<file path="src/design/mhpq_pkg.sv">
package mhpq_pkg;

  localparam int KEY_W    = 32;
  localparam int SYMBOL_W = 8;
  localparam int REF_W    = 9;
  localparam int CAP_W    = 9;
  localparam int COUNT_W  = 9;

  localparam logic [CAP_W-1:0] CAP_RESET = 9'd256;

  localparam logic CMD_INSERT = 1'b0;
  localparam logic CMD_POP    = 1'b1;

  typedef enum logic [1:0] {
    ST_INSERTED = 2'd0,
    ST_FULL     = 2'd1,
    ST_POPPED   = 2'd2,
    ST_EMPTY    = 2'd3
  } status_t;

  typedef struct packed {
    logic [KEY_W-1:0]    key;
    logic [SYMBOL_W-1:0] symbol;
    logic [REF_W-1:0]    node_ref;
  } entry_t;

  typedef enum logic [2:0] {
    S_IDLE,
    S_INS_CHK,
    S_INS_CMP,
    S_POP_RD,
    S_POP_LOAD,
    S_DN_RD,
    S_DN_CMP,
    S_FINISH
  } state_t;

  // controller -> datapath
  typedef struct packed {
    logic accept;
    logic rd_parent;
    logic ins_cmp;
    logic wr_e;
    logic rd_pop;
    logic pop_load;
    logic rd_kids;
    logic dn_cmp;
    logic load_out;
  } ctl_cmd_t;

  // datapath -> controller
  typedef struct packed {
    logic full;
    logic empty;
    logic pos_zero;
    logic parent_gt;
    logic no_left;
    logic dn_stop;
  } dp_sts_t;

endpackage

</file>
<file path="src/design/mhpq_ctrl.sv">
module mhpq_ctrl import mhpq_pkg::*; (
  input  logic     clk,
  input  logic     rst,
  input  logic     in_valid,
  output logic     in_ready,
  input  logic     cmd,
  output logic     out_valid,
  input  logic     out_ready,
  input  dp_sts_t  sts,
  output ctl_cmd_t ctl
);

  state_t state;
  state_t state_next;
  logic   out_valid_next;
  logic   out_free;

  assign out_free = !out_valid || out_ready;

  always_comb begin
    state_next = state;
    case (state)
      S_IDLE: begin
        if (in_valid) begin
          if (cmd == CMD_INSERT) begin
            state_next = sts.full ? S_FINISH : S_INS_CHK;
          end else begin
            state_next = sts.empty ? S_FINISH : S_POP_RD;
          end
        end
      end
      S_INS_CHK:  state_next = sts.pos_zero ? S_FINISH : S_INS_CMP;
      S_INS_CMP:  state_next = sts.parent_gt ? S_INS_CHK : S_FINISH;
      S_POP_RD:   state_next = S_POP_LOAD;
      S_POP_LOAD: state_next = S_DN_RD;
      S_DN_RD:    state_next = sts.no_left ? S_FINISH : S_DN_CMP;
      S_DN_CMP:   state_next = sts.dn_stop ? S_FINISH : S_DN_RD;
      S_FINISH:   state_next = out_free ? S_IDLE : S_FINISH;
      default:    state_next = S_IDLE;
    endcase
  end

  always_comb begin
    ctl      = '0;
    in_ready = 1'b0;
    case (state)
      S_IDLE: begin
        in_ready   = 1'b1;
        ctl.accept = in_valid;
      end
      S_INS_CHK: begin
        ctl.wr_e      = sts.pos_zero;
        ctl.rd_parent = !sts.pos_zero;
      end
      S_INS_CMP:  ctl.ins_cmp  = 1'b1;
      S_POP_RD:   ctl.rd_pop   = 1'b1;
      S_POP_LOAD: ctl.pop_load = 1'b1;
      S_DN_RD: begin
        ctl.wr_e    = sts.no_left;
        ctl.rd_kids = !sts.no_left;
      end
      S_DN_CMP:   ctl.dn_cmp   = 1'b1;
      S_FINISH:   ctl.load_out = out_free;
      default: begin
        ctl = '0;
      end
    endcase
  end

  always_comb begin
    out_valid_next = out_valid;
    if (ctl.load_out) begin
      out_valid_next = 1'b1;
    end else if (out_ready) begin
      out_valid_next = 1'b0;
    end
  end

  always_ff @(posedge clk) begin
    if (rst) begin
      state     <= S_IDLE;
      out_valid <= 1'b0;
    end else begin
      state     <= state_next;
      out_valid <= out_valid_next;
    end
  end

endmodule

</file>
<file path="config.mk">
export PLATFORM = sky130hd
export DESIGN_NAME = mhpq_ctrl
export DESIGN_NICKNAME = d
export VERILOG_FILES = /design/src/design/mhpq_pkg.sv /design/src/design/mhpq_ctrl.sv
export SDC_FILE = /design/constraint.sdc
export NUM_CORES = 1
export LEC_CHECK = 0
export BUFFER_PORTS_ARGS = -buffer_cell sky130_fd_sc_hd__buf_4
export CORE_AREA = 2 2 39 41
export CTS_CLUSTER_DIAMETER = 200
export CTS_CLUSTER_SIZE = 8
export DETAILED_ROUTE_END_ITERATION = 6
export DIE_AREA = 0 0 41 43
export SYNTH_ARGS = -nofsm -noshare
export SYNTH_HDL_FRONTEND = slang
export SYNTH_SLANG_ARGS = --single-unit
</file>
<file path="constraint.sdc">
create_clock -name clk -period 1.3 [get_ports clk]
set_input_delay 0.195 -clock clk [delete_from_list [all_inputs] [get_ports clk]]
set_output_delay 0.195 -clock clk [all_outputs]
set_load 0.03 [all_outputs]
</file>
# --- Word-level counts from Yosys, hierarchy flattened ---
# Cells that the tools add are included.
word_totals:
  wordCells: 38
  in_bits: 11
  ff_bits: 4
op_classes:
  reduce_logical: 6
  n_eq_ne: 8
  muxes: 22
op_table:
  columns: ["op", "count"]
  rows:
  - ["case mux 3 bit (8 select lines)", 1]
  - ["two-way mux 3 bit", 7]
  - ["== test 3 bit (second input constant)", 4]
  - ["two-way mux 1 bit", 12]
  - ["== test 3 x 2 -> 1 bit (second input constant)", 2]
  - ["== test 3 x 1 -> 1 bit (second input constant)", 1]
  - ["logical NOT 1 bit", 3]
  - ["logical NOT 3 bit", 1]
  - ["two-way mux 2 bit", 1]
  - ["inequality test 2 bit (second input constant)", 1]
  - ["case mux 1 bit (2 select lines)", 1]
  - ["nonzero test 2 bit", 1]
  - ["logical OR 1 bit", 1]

# --- Depth between registers and ports, before layout ---
# Gate-level depths: netlist of run 1.
logic_depth:
  depth_word: 4
  depth_mapped: 4
  depth_no_buf: 3

# --- Worst setup path after synthesis of run 1 ---
# No wires, ideal clock.
synth_timing:
  path_type: "reg-to-output"
  start: "register state[0]"
  end: "output port ctl[7] in the netlist's numbering"
  arrival_ps: 1519
  n_path_buf: 1
  slack_ps: -414
  t_required_ps: 1105
  path_stages_with_launch: 4
  path_cell_list: "dfxtp_1 -> buf_6 -> inv_4 -> nor4_1"
synth_lines:
  columns: ["element", "line_no", "source"]
  rows:
  - ["from (decl)", "mhpq_ctrl.sv:13", "state_t state;"]
  - ["from (signal assigned)", "mhpq_ctrl.sv:84", "state <= state_next;"]
  - ["to (decl)", "mhpq_ctrl.sv:10", "output ctl_cmd_t ctl"]

==> results of run 1 <==
## placed cells by master, fill, tap and decap left out, drive strengths merged, types with 2 or more instances in the layout
| cell | Yosys | layout |
|---|---|---|
| a31oi | 2 | 2 |
| buf | 4 | 34 |
| clkbuf | 0 | 3 |
| nor3b | 3 | 3 |
| dfxtp | 4 | 4 |
| o21ai | 2 | 2 |
| inv | 2 | 2 |
| nand2 | 4 | 4 |
| nor3 | 5 | 5 |
## per-layer routing
layer	vias up	GRT usage
li1	215	-
met1	186	0.151
met2	12	0.191
met3	2	0.0314
met4	0	0.100
met5	-	0
## worst max-delay path, delay by kind of cell, from the launching register on
family | cells | cell delay (ns)
buf+inv | 2 | 0.26
flops | 1 | 0.40
simple gates | 1 | 0.26
## through the flow
step / util / cell area [um2]
after floorplan: - / 363
final: 0.489 / 677
after CTS: 0.449 / 622
after global routing: 0.489 / 677
after global placement: 0.403 / 558
after detailed placement: 0.403 / 558
## worst max-delay path by stage
stage,start,end,slack (ns)
global placement,state[0],ctl[2],0.11
finish,state[0],ctl[7],-0.04
global route,state[0],ctl[7],-0.08
detailed placement,state[0],ctl[2],0.08
CTS,state[0],ctl[7],-0.04
floorplan,state[2],ctl[8],-0.14
## where the power goes
group / total (mW) / switching (mW) / internal (mW)
Combinational: 0.599 / 0.273 / 0.326
Clock: 0.154 / 0.0506 / 0.103
Sequential: 0.227 / 0.0675 / 0.159
Total: 0.980 / 0.392 / 0.588
## flip-flops by register name, summed over array words and instances (netlist names)
register / cells
out_valid: 1
state: 3
## kinds of logic after synthesis
family	share of synthesized area
flops	0.242
compound gates	0.189
simple gates	0.370
mux	0.0641
buf+inv	0.136
## final cells by class
class                   count  area, um2
repair buffers             34        274
well taps                  16       20.0
fillers                   134        707
flip-flops and latches      4       91.3
inverters                   2       10.0
multi-input cells          31        259
clock buffers               3       22.5
## timing repair
item,4_1_cts,5_1_grt
pin swaps,1,1
setup buffers,1,5
resized for setup,10,7
endpoints found under the hold margin,0,0
hold buffers,0,0
endpoints found under the setup margin,10,8
==> results by group, run 1 <==
Setup path
  • CP max stage cell: dfxtp_4
  • Setup crit end kind: output pin
  • CP required: between 1 and 1.5 ns
  • Worst r2r src: state[2]
  • Reg2Reg Setup Slack: approximately 0.13 ns
  • Worst R2R End: state[1]
  • CP max stage delay: ~0.40 ns
  • Worst-path cell chain: inv_4, nor4_2, buf_4
  • Worst Path Max Fanout: 7
  • Critical path type: flip-flop to output pin
  • Crit path arrival time: ~1.2 ns
  • Worst R2R Path Depth: 4
  • Worst setup SP type: flip-flop

Timing
  • Hold WS: ~0.13 ns
  • Setup TNS: -0.0773 ns
  • Max Transition Viols Final: 0
  • RSZ-0062 raised after global routing: yes
  • Fin crit period: approximately 1.3 ns
  • Fmax: ~0.74 GHz
  • Final hold vios: 0
  • Final setup vio count: 3
  • Final worst-path cycle share: 1.03
  • Final Skew: around 0.0030 ns
  • Measured slew at the worst slew-check pin: roughly 0.29 ns
  • Setup WS post-layout: -0.0439 ns
  • Slew HR: 0.802

Drt
  • Metal2 WL: 533 um
  • Top Metal Used: met4
  • Via count: about 420
  • Drt wl/cell: 11.4 um
  • Pre-Repair DR Iteration Count: 4
  • Drt via density: ~4.6
  • # DRC: 0
  • WL met1: about 440 um
  • Initial DRC count: 5
  • Final WL: 1.03 mm
  • Post-DRT Antenna Nets: 0
  • Met3 WL: 43 um

Logic synthesis
  • Synth area leaders: dfxtp_1 24%, buf_6 6.8%, nor3b_1 6.8%, nor3_1 6.0%, nand2_1 4.5%
  • Post-synth EDFFs: 0
  • Synth top area share: 0.242
  • Syn Std Cell Area: about 330 um2
  • Register area share after synthesis: 0.242
  • Synth area leader: dfxtp_1
  • Prevailing post-synth register cell: dfxtp_1
  • Syn avg cell area: a little over 8 um2
  • Synth unique cells: 27
  • Fraction of registers with async set or reset after synthesis: 0
  • Post-Synthesis Cells: a little over 40
  • Most frequent cells after synthesis: 4 x dfxtp_1, 4 x nand2_1, 4 x nor3_1
  • Total number of yosys warnings: 0
  • Seq cells post-synth: 4
  • Net count after synthesis: between 50 and 60

Global routing
  • Largest net degree at the start of global routing: 12
  • Grt total ovfl: 0
  • First-pass GRT wire length: around 1.5 mm
  • Number of global-route vias before repair: ~370
  • Total track usage: 0.129
  • Initial antenna violation count: 0

Placed design
  • PortBufs: 21
  • Dpl ws: between 0.08 and 0.09 ns
  • DP HPWL: ~720 um
  • GPL Wtd Cong: 0.759
  • DP Cell Count: slightly above 80

Power
  • Final Power: 0.980 mW
  • Leak pwr: between 0.3 and 0.4 nW
  • Maximum VDD drop: between 0.5 and 0.6 mV
  • Pwr dens: ~1400 mW/mm2

Clock tree
  • Htree depth: 1
  • Clock latency on the worst-skew pair: ~0.24 ns
  • Root buffer cell: clkbuf_4
  • CTS Sinks: 4
  • TritonCTS clock tree: yes
  • Clock buffer depth: 2
  • CTS Buf Count: 3
  • Clock transition at path regs: 0.03 ns

Floorplan
  • Die Width: between 40 and 50 um
  • Row count: 14
  • Die Y-Extent: between 40 and 50 um
  • Io pins: 22
  • Core box area: approximately 0.0014 mm2
  • Die area: 0.00176 mm2
  • Initial Utilization: 0.240

Worst hold path
  • Hold Crit Depth: 2
  • Hold Path Origin: rst
  • Hold worst-path end: out_valid
  • Hold WC Path Type: primary input to flip-flop

Cells and area
  • Area grow syn2layout: 104%
  • Ant. Diodes: 0
  • Layout Cells excl Fill: 90
  • Layout net count: 87
  • Layout cells sized above 1: 0.716

Run status
  • Run status: finished with violations
  • Failing checks: negative setup slack

Job
  • Max cap viols: 0
Note: power is estimated with default switching activity, not from simulation.
==> run 2, diff against run 1 <==
==> constraint.sdc (replaced) <==
create_clock -name clk -period 1.3 [get_ports clk]
set_input_delay 0.13 -clock clk [delete_from_list [all_inputs] [get_ports clk]]
set_output_delay 0.13 -clock clk [all_outputs]
set_load 0.03 [all_outputs]
==> run 2 against run 1 <==
Against the previous run: the flow now finishes without violations; cell count shrank 3.3%; clock-buffer cell count is the same; combinational power shrank 8.3%; non-clock buffer count shrank 3; critical path depth is the same; setup slack gained 0.077 ns; fmax grew 6.1%; first-iteration DRC count grew 40%.
==> results by group, run 2 (synthesized netlist as in run 1, its figures left out) <==
Power
  • Maximum VDD drop: 0.612 mV
  • Final Power: 0.928 mW
  • Pwr dens: around 1400 mW/mm2
  • Leak pwr: between 0.2 and 0.3 nW

Timing
  • Final worst-path cycle share: 0.974
  • Final Skew: ~0.0038 ns
  • Fin crit period: roughly 1.3 ns
  • Slew HR: 0.867
  • RSZ-0062 raised after global routing: yes
  • Fmax: 0.789 GHz
  • Final setup vio count: 0
  • Max Transition Viols Final: 0
  • Final hold vios: 0
  • Measured slew at the worst slew-check pin: around 0.2 ns

Cells and area
  • Area grow syn2layout: 94.3%
  • Largest Register: state
  • Commonest cells after routing, fill and taps aside: 27 x buf_4, 4 x nand2_1
  • Post-layout utilization of the core: 0.466
  • Final Cell Area: about 640 um2
  • Fill cell instance count of the final layout: 150
  • Commonest non-fill, non-tap cell in the layout: buf_4
  • Layout net count: 84
  • Multi-input gate area: 259 um2
  • Layout cells sized above 1: 0.704
  • Reg area: between 90 and 100 um2
  • Registers with the most flip-flops: state (3), out_valid (1)
  • Max reg flops: 3
  • Ant. Diodes: 0

Clock tree
  • Clock transition at path regs: ~0.04 ns
  • TritonCTS clock tree: yes
  • Hold Buf Count CTS: 0
  • Root buffer cell: clkbuf_4
  • Htree depth: 1
  • CTS Buf Count: 3
  • Clock latency on the worst-skew pair: around 0.23 ns
  • Clock buffer depth: 2
  • CTS Sinks: 4

Worst hold path
  • Hold WC Path Type: primary input to flip-flop

Global routing
  • Initial antenna violation count: 0
  • Total track usage: 0.122
  • First-pass GRT wire length: 1.46 mm
  • Grt total ovfl: 0
  • Largest net degree at the start of global routing: 14
  • Number of global-route vias before repair: 328

Setup path
  • Setup crit end kind: output pin
  • Crit path arrival time: ~1.1 ns
  • Worst setup SP type: flip-flop
  • CP required: 1.17 ns
  • Critical path type: flip-flop to output pin
  • Worst Path Max Fanout: 9

Drt
  • Post-DRT Antenna Nets: 0
  • Initial DRC count: 7
  • Final WL: around 900 um
  • Pre-Repair DR Iteration Count: 4
  • # DRC: 0
  • Via count: 410
  • Drt via density: 4.71
  • Drt wl/cell: 10.4 um

Run status
  • Run status: finished, final reports clean

Placed design
  • GPL Wtd Cong: 0.715
  • PortBufs: 21
  • Area after DPL: 528 um2
  • DP HPWL: 663 um

Floorplan
  • Row count: 14
  • Die Y-Extent: 43 um
  • Io pins: 22
  • Initial Utilization: 0.240
  • Die area: 0.00176 mm2
  • Die Width: 41 um
  • Core box area: 0.00138 mm2

Job
  • Max cap viols: 0
==> run 2: cell count changes in the layout (fill, tap and decap cells not counted), sizes merged <==
| cell | delta |
|---|---|
| buf | -4 |
| clkbuf | +1 |
==> run 2: worst paths after layout <==
kind	slack, ns	end	depth (start not counted)	from
max reg2reg	0.14	state[1]	4	state[0]
min	0.06	out_valid	2	rst
max	0.03	ctl[8]	3	state[1]
min reg2reg	0.54	out_valid	2	out_valid
==> run 2: per-layer routing <==
| metal | vias to the layer above | track usage | routed length (um) |
|---|---|---|---|
| li1 | 213 | - | - |
| met1 | 181 | 0.190 | 395 |
| met2 | 16 | 0.138 | 457 |
| met3 | 0 | 0.0471 | 48 |
| met4 | 0 | 0.0600 | 0 |
| met5 | - | 0 | 0 |
==> run 2: repair_timing <==
action	in CTS	in global routing
pin swaps	1	2
setup buffers	0	7
resized for setup	10	4
endpoints found under the setup margin	10	5
==> run 2: layout make-up <==
cell class / count / area share
repair buffers: 31 / 0.375
flip-flops and latches: 4 / 0.142
clock buffers: 3 / 0.0350
well taps: 16 / 0.0311
inverters: 2 / 0.0155
multi-input cells: 31 / 0.402
==> run 2: critical path, cell delays in order (launching register included) <==
cell	delay, ns
dfxtp_4	0.37
nor3_4	0.24
and2_4	0.18
buf_6	0.12
==> run 2: metrics by stage <==
| stage | hold slack (ns) | std cells | TNS, ns | setup WS, ns |
|---|---|---|---|---|
| floorplan | 0.199 | 41 | -0.110 | -0.0753 |
| global placement | 0.297 | 77 | 0 | 0.0879 |
| detailed placement | 0.301 | 77 | 0 | 0.0900 |
| CTS | 0.0528 | 80 | -0.00111 | -0.00111 |
| global route | 0.0655 | 87 | -0.0438 | -0.0221 |
| finish | 0.0610 | 87 | 0 | 0.0334 |
==> run 2: where the power goes <==
part / total [mW] / switching [mW] / internal, mW
logic: 0.549 / 0.258 / 0.291
registers: 0.229 / 0.0697 / 0.159
clock network: 0.150 / 0.0468 / 0.103
total: 0.928 / 0.374 / 0.553
==> run 3, diff against run 2 <==
--- a/config.mk
+++ b/config.mk
@@ -6,11 +6,13 @@
 export NUM_CORES = 1
 export LEC_CHECK = 0
 export BUFFER_PORTS_ARGS = -buffer_cell sky130_fd_sc_hd__buf_4
-export CORE_AREA = 2 2 39 41
+export CELL_PAD_IN_SITES_DETAIL_PLACEMENT = 0
+export CELL_PAD_IN_SITES_GLOBAL_PLACEMENT = 1
+export CORE_UTILIZATION = 25
 export CTS_CLUSTER_DIAMETER = 200
 export CTS_CLUSTER_SIZE = 8
 export DETAILED_ROUTE_END_ITERATION = 6
-export DIE_AREA = 0 0 41 43
+export PLACE_DENSITY_LB_ADDON = 0.1
 export SYNTH_ARGS = -nofsm -noshare
 export SYNTH_HDL_FRONTEND = slang
 export SYNTH_SLANG_ARGS = --single-unit
==> run 3 against run 2 <==
Against the previous run: via count down 4.4%; sequential share of layout area grew 0.91 points; clock power about the same; critical path type unchanged.
==> results by group, run 3 (synthesized netlist as in run 1, its figures left out) <==
Placed design
  • DP HPWL: approximately 640 um
  • PortBufs: 21
  • GPL Wtd Cong: approximately 0.75
  • Dpl ws: about 0.10 ns
  • Area after DPL: 541 um2

Timing
  • Setup TNS: 0 ns
  • Fin crit period: 1.27 ns
  • RSZ-0062 raised after global routing: yes
  • Final Skew: ~0.0041 ns
  • Measured slew at the worst slew-check pin: between 0.2 and 0.25 ns
  • Max Transition Viols Final: 0
  • Final setup vio count: 0
  • Slew HR: 0.854
  • Final worst-path cycle share: 0.977
  • Setup WS post-layout: between 0.02 and 0.03 ns
  • Fmax: approximately 0.79 GHz
  • Final hold vios: 0

Cells and area
  • Largest Register: state
  • Commonest cells after routing, fill and taps aside: 24 x buf_4, 4 x nand2_1, 3 x nor3b_2, 3 x clkbuf_4, 3 x dfxtp_4
  • Max reg flops: 3
  • Layout net count: 80
  • Reg area: around 90 um2
  • Ant. Diodes: 0
  • Final Cell Area: approximately 610 um2
  • Fill cell instance count of the final layout: 130
  • Area grow syn2layout: 82.6%
  • Layout cells sized above 1: 0.672
  • Registers with the most flip-flops: state (3), out_valid (1)
  • Multi-input gate area: roughly 260 um2
  • Commonest non-fill, non-tap cell in the layout: buf_4

Clock tree
  • Clock buffer depth: 2
  • CTS Buf Count: 3
  • Root buffer cell: clkbuf_4
  • Clock transition at path regs: about 0.04 ns
  • TritonCTS clock tree: yes
  • CTS Sinks: 4
  • Htree depth: 1
  • Clock latency on the worst-skew pair: roughly 0.23 ns
  • Hold Buf Count CTS: 0

Global routing
  • First-pass GRT wire length: about 1.4 mm
  • Number of global-route vias before repair: 340
  • Initial antenna violation count: 0
  • Largest net degree at the start of global routing: 13
  • Total track usage: 0.140
  • Grt total ovfl: 0

Power
  • Leak pwr: approximately 0.28 nW
  • Pwr dens: 1430 mW/mm2
  • Final Power: about 0.86 mW
  • Maximum VDD drop: ~0.64 mV

Setup path
  • Critical path type: flip-flop to output pin
  • Worst setup SP type: flip-flop
  • Crit path arrival time: between 1 and 1.5 ns
  • Setup crit end kind: output pin
  • Worst Path Max Fanout: 6
  • CP required: about 1.2 ns

Drt
  • Drt via density: ~4.8
  • # DRC: 0
  • Drt wl/cell: around 11 um
  • Post-DRT Antenna Nets: 0
  • Pre-Repair DR Iteration Count: 4
  • Initial DRC count: 10
  • Via count: around 390
  • Final WL: roughly 860 um

Job
  • Max cap viols: 0

Worst hold path
  • Hold WC Path Type: primary input to flip-flop

Floorplan
  • Die area: around 0.0015 mm2
  • Io pins: 22
  • Die Y-Extent: 38.4 um
  • Core box area: between 0.001 and 0.0015 mm2
  • Row count: 12
  • Initial Utilization: 0.283
  • Die Width: about 38 um

Run status
  • Run status: finished, final reports clean
run 3: where the power goes:
part           leakage, nW  internal (mW)  switching [mW]
Combinational        0.227          0.238           0.245
Clock               0.0138          0.103          0.0480
Sequential          0.0348          0.159          0.0709
Total                0.276          0.501           0.364
run 3: what timing repair did:
action | 4_1_cts | 5_1_grt
setup buffers | 0 | 1
pin swaps | 1 | 0
setup endpoints to repair | 10 | 6
resized for setup | 6 | 6
run 3: cell type report:
| type | instances | area share |
|---|---|---|
| Clock buffer | 3 | 0.0372 |
| Timing Repair Buffer | 27 | 0.343 |
| Inverter | 2 | 0.0165 |
| Tap cell | 14 | 0.0289 |
| Multi-Input combinational cell | 31 | 0.424 |
| Sequential cell | 4 | 0.151 |
run 3: path summary, 6_finish.rpt:
kind / from / end / slack, ns / cells past startpoint
max reg2reg: state[0] / state[1] / 0.16 / 4
max: state[0] / ctl[7] / 0.03 / 3
min: rst / out_valid / 0.06 / 2
min reg2reg: out_valid / out_valid / 0.55 / 2
run 3: metal layers:
layer	up-vias	global-route usage	routed length [um]
met4	0	0.129	0
met3	0	0.0349	56
met5	-	0	0
met2	19	0.199	436
met1	168	0.169	362
li1	205	-	-
run 3: per-stage QoR:
stage,hold WS (ns),cells,utilization
2_1_floorplan,0.199,41,-
3_3_place_gp,0.301,77,0.462
3_5_place_dp,0.304,77,0.462
4_1_cts,0.0616,80,0.494
5_1_grt,0.0715,81,0.517
6_report,0.0646,81,0.517
run 3: critical path, stage by stage (launching register included):
cell	delay, ns
dfxtp_4	0.39
inv_4	0.06
nor4_4	0.26
buf_4	0.20
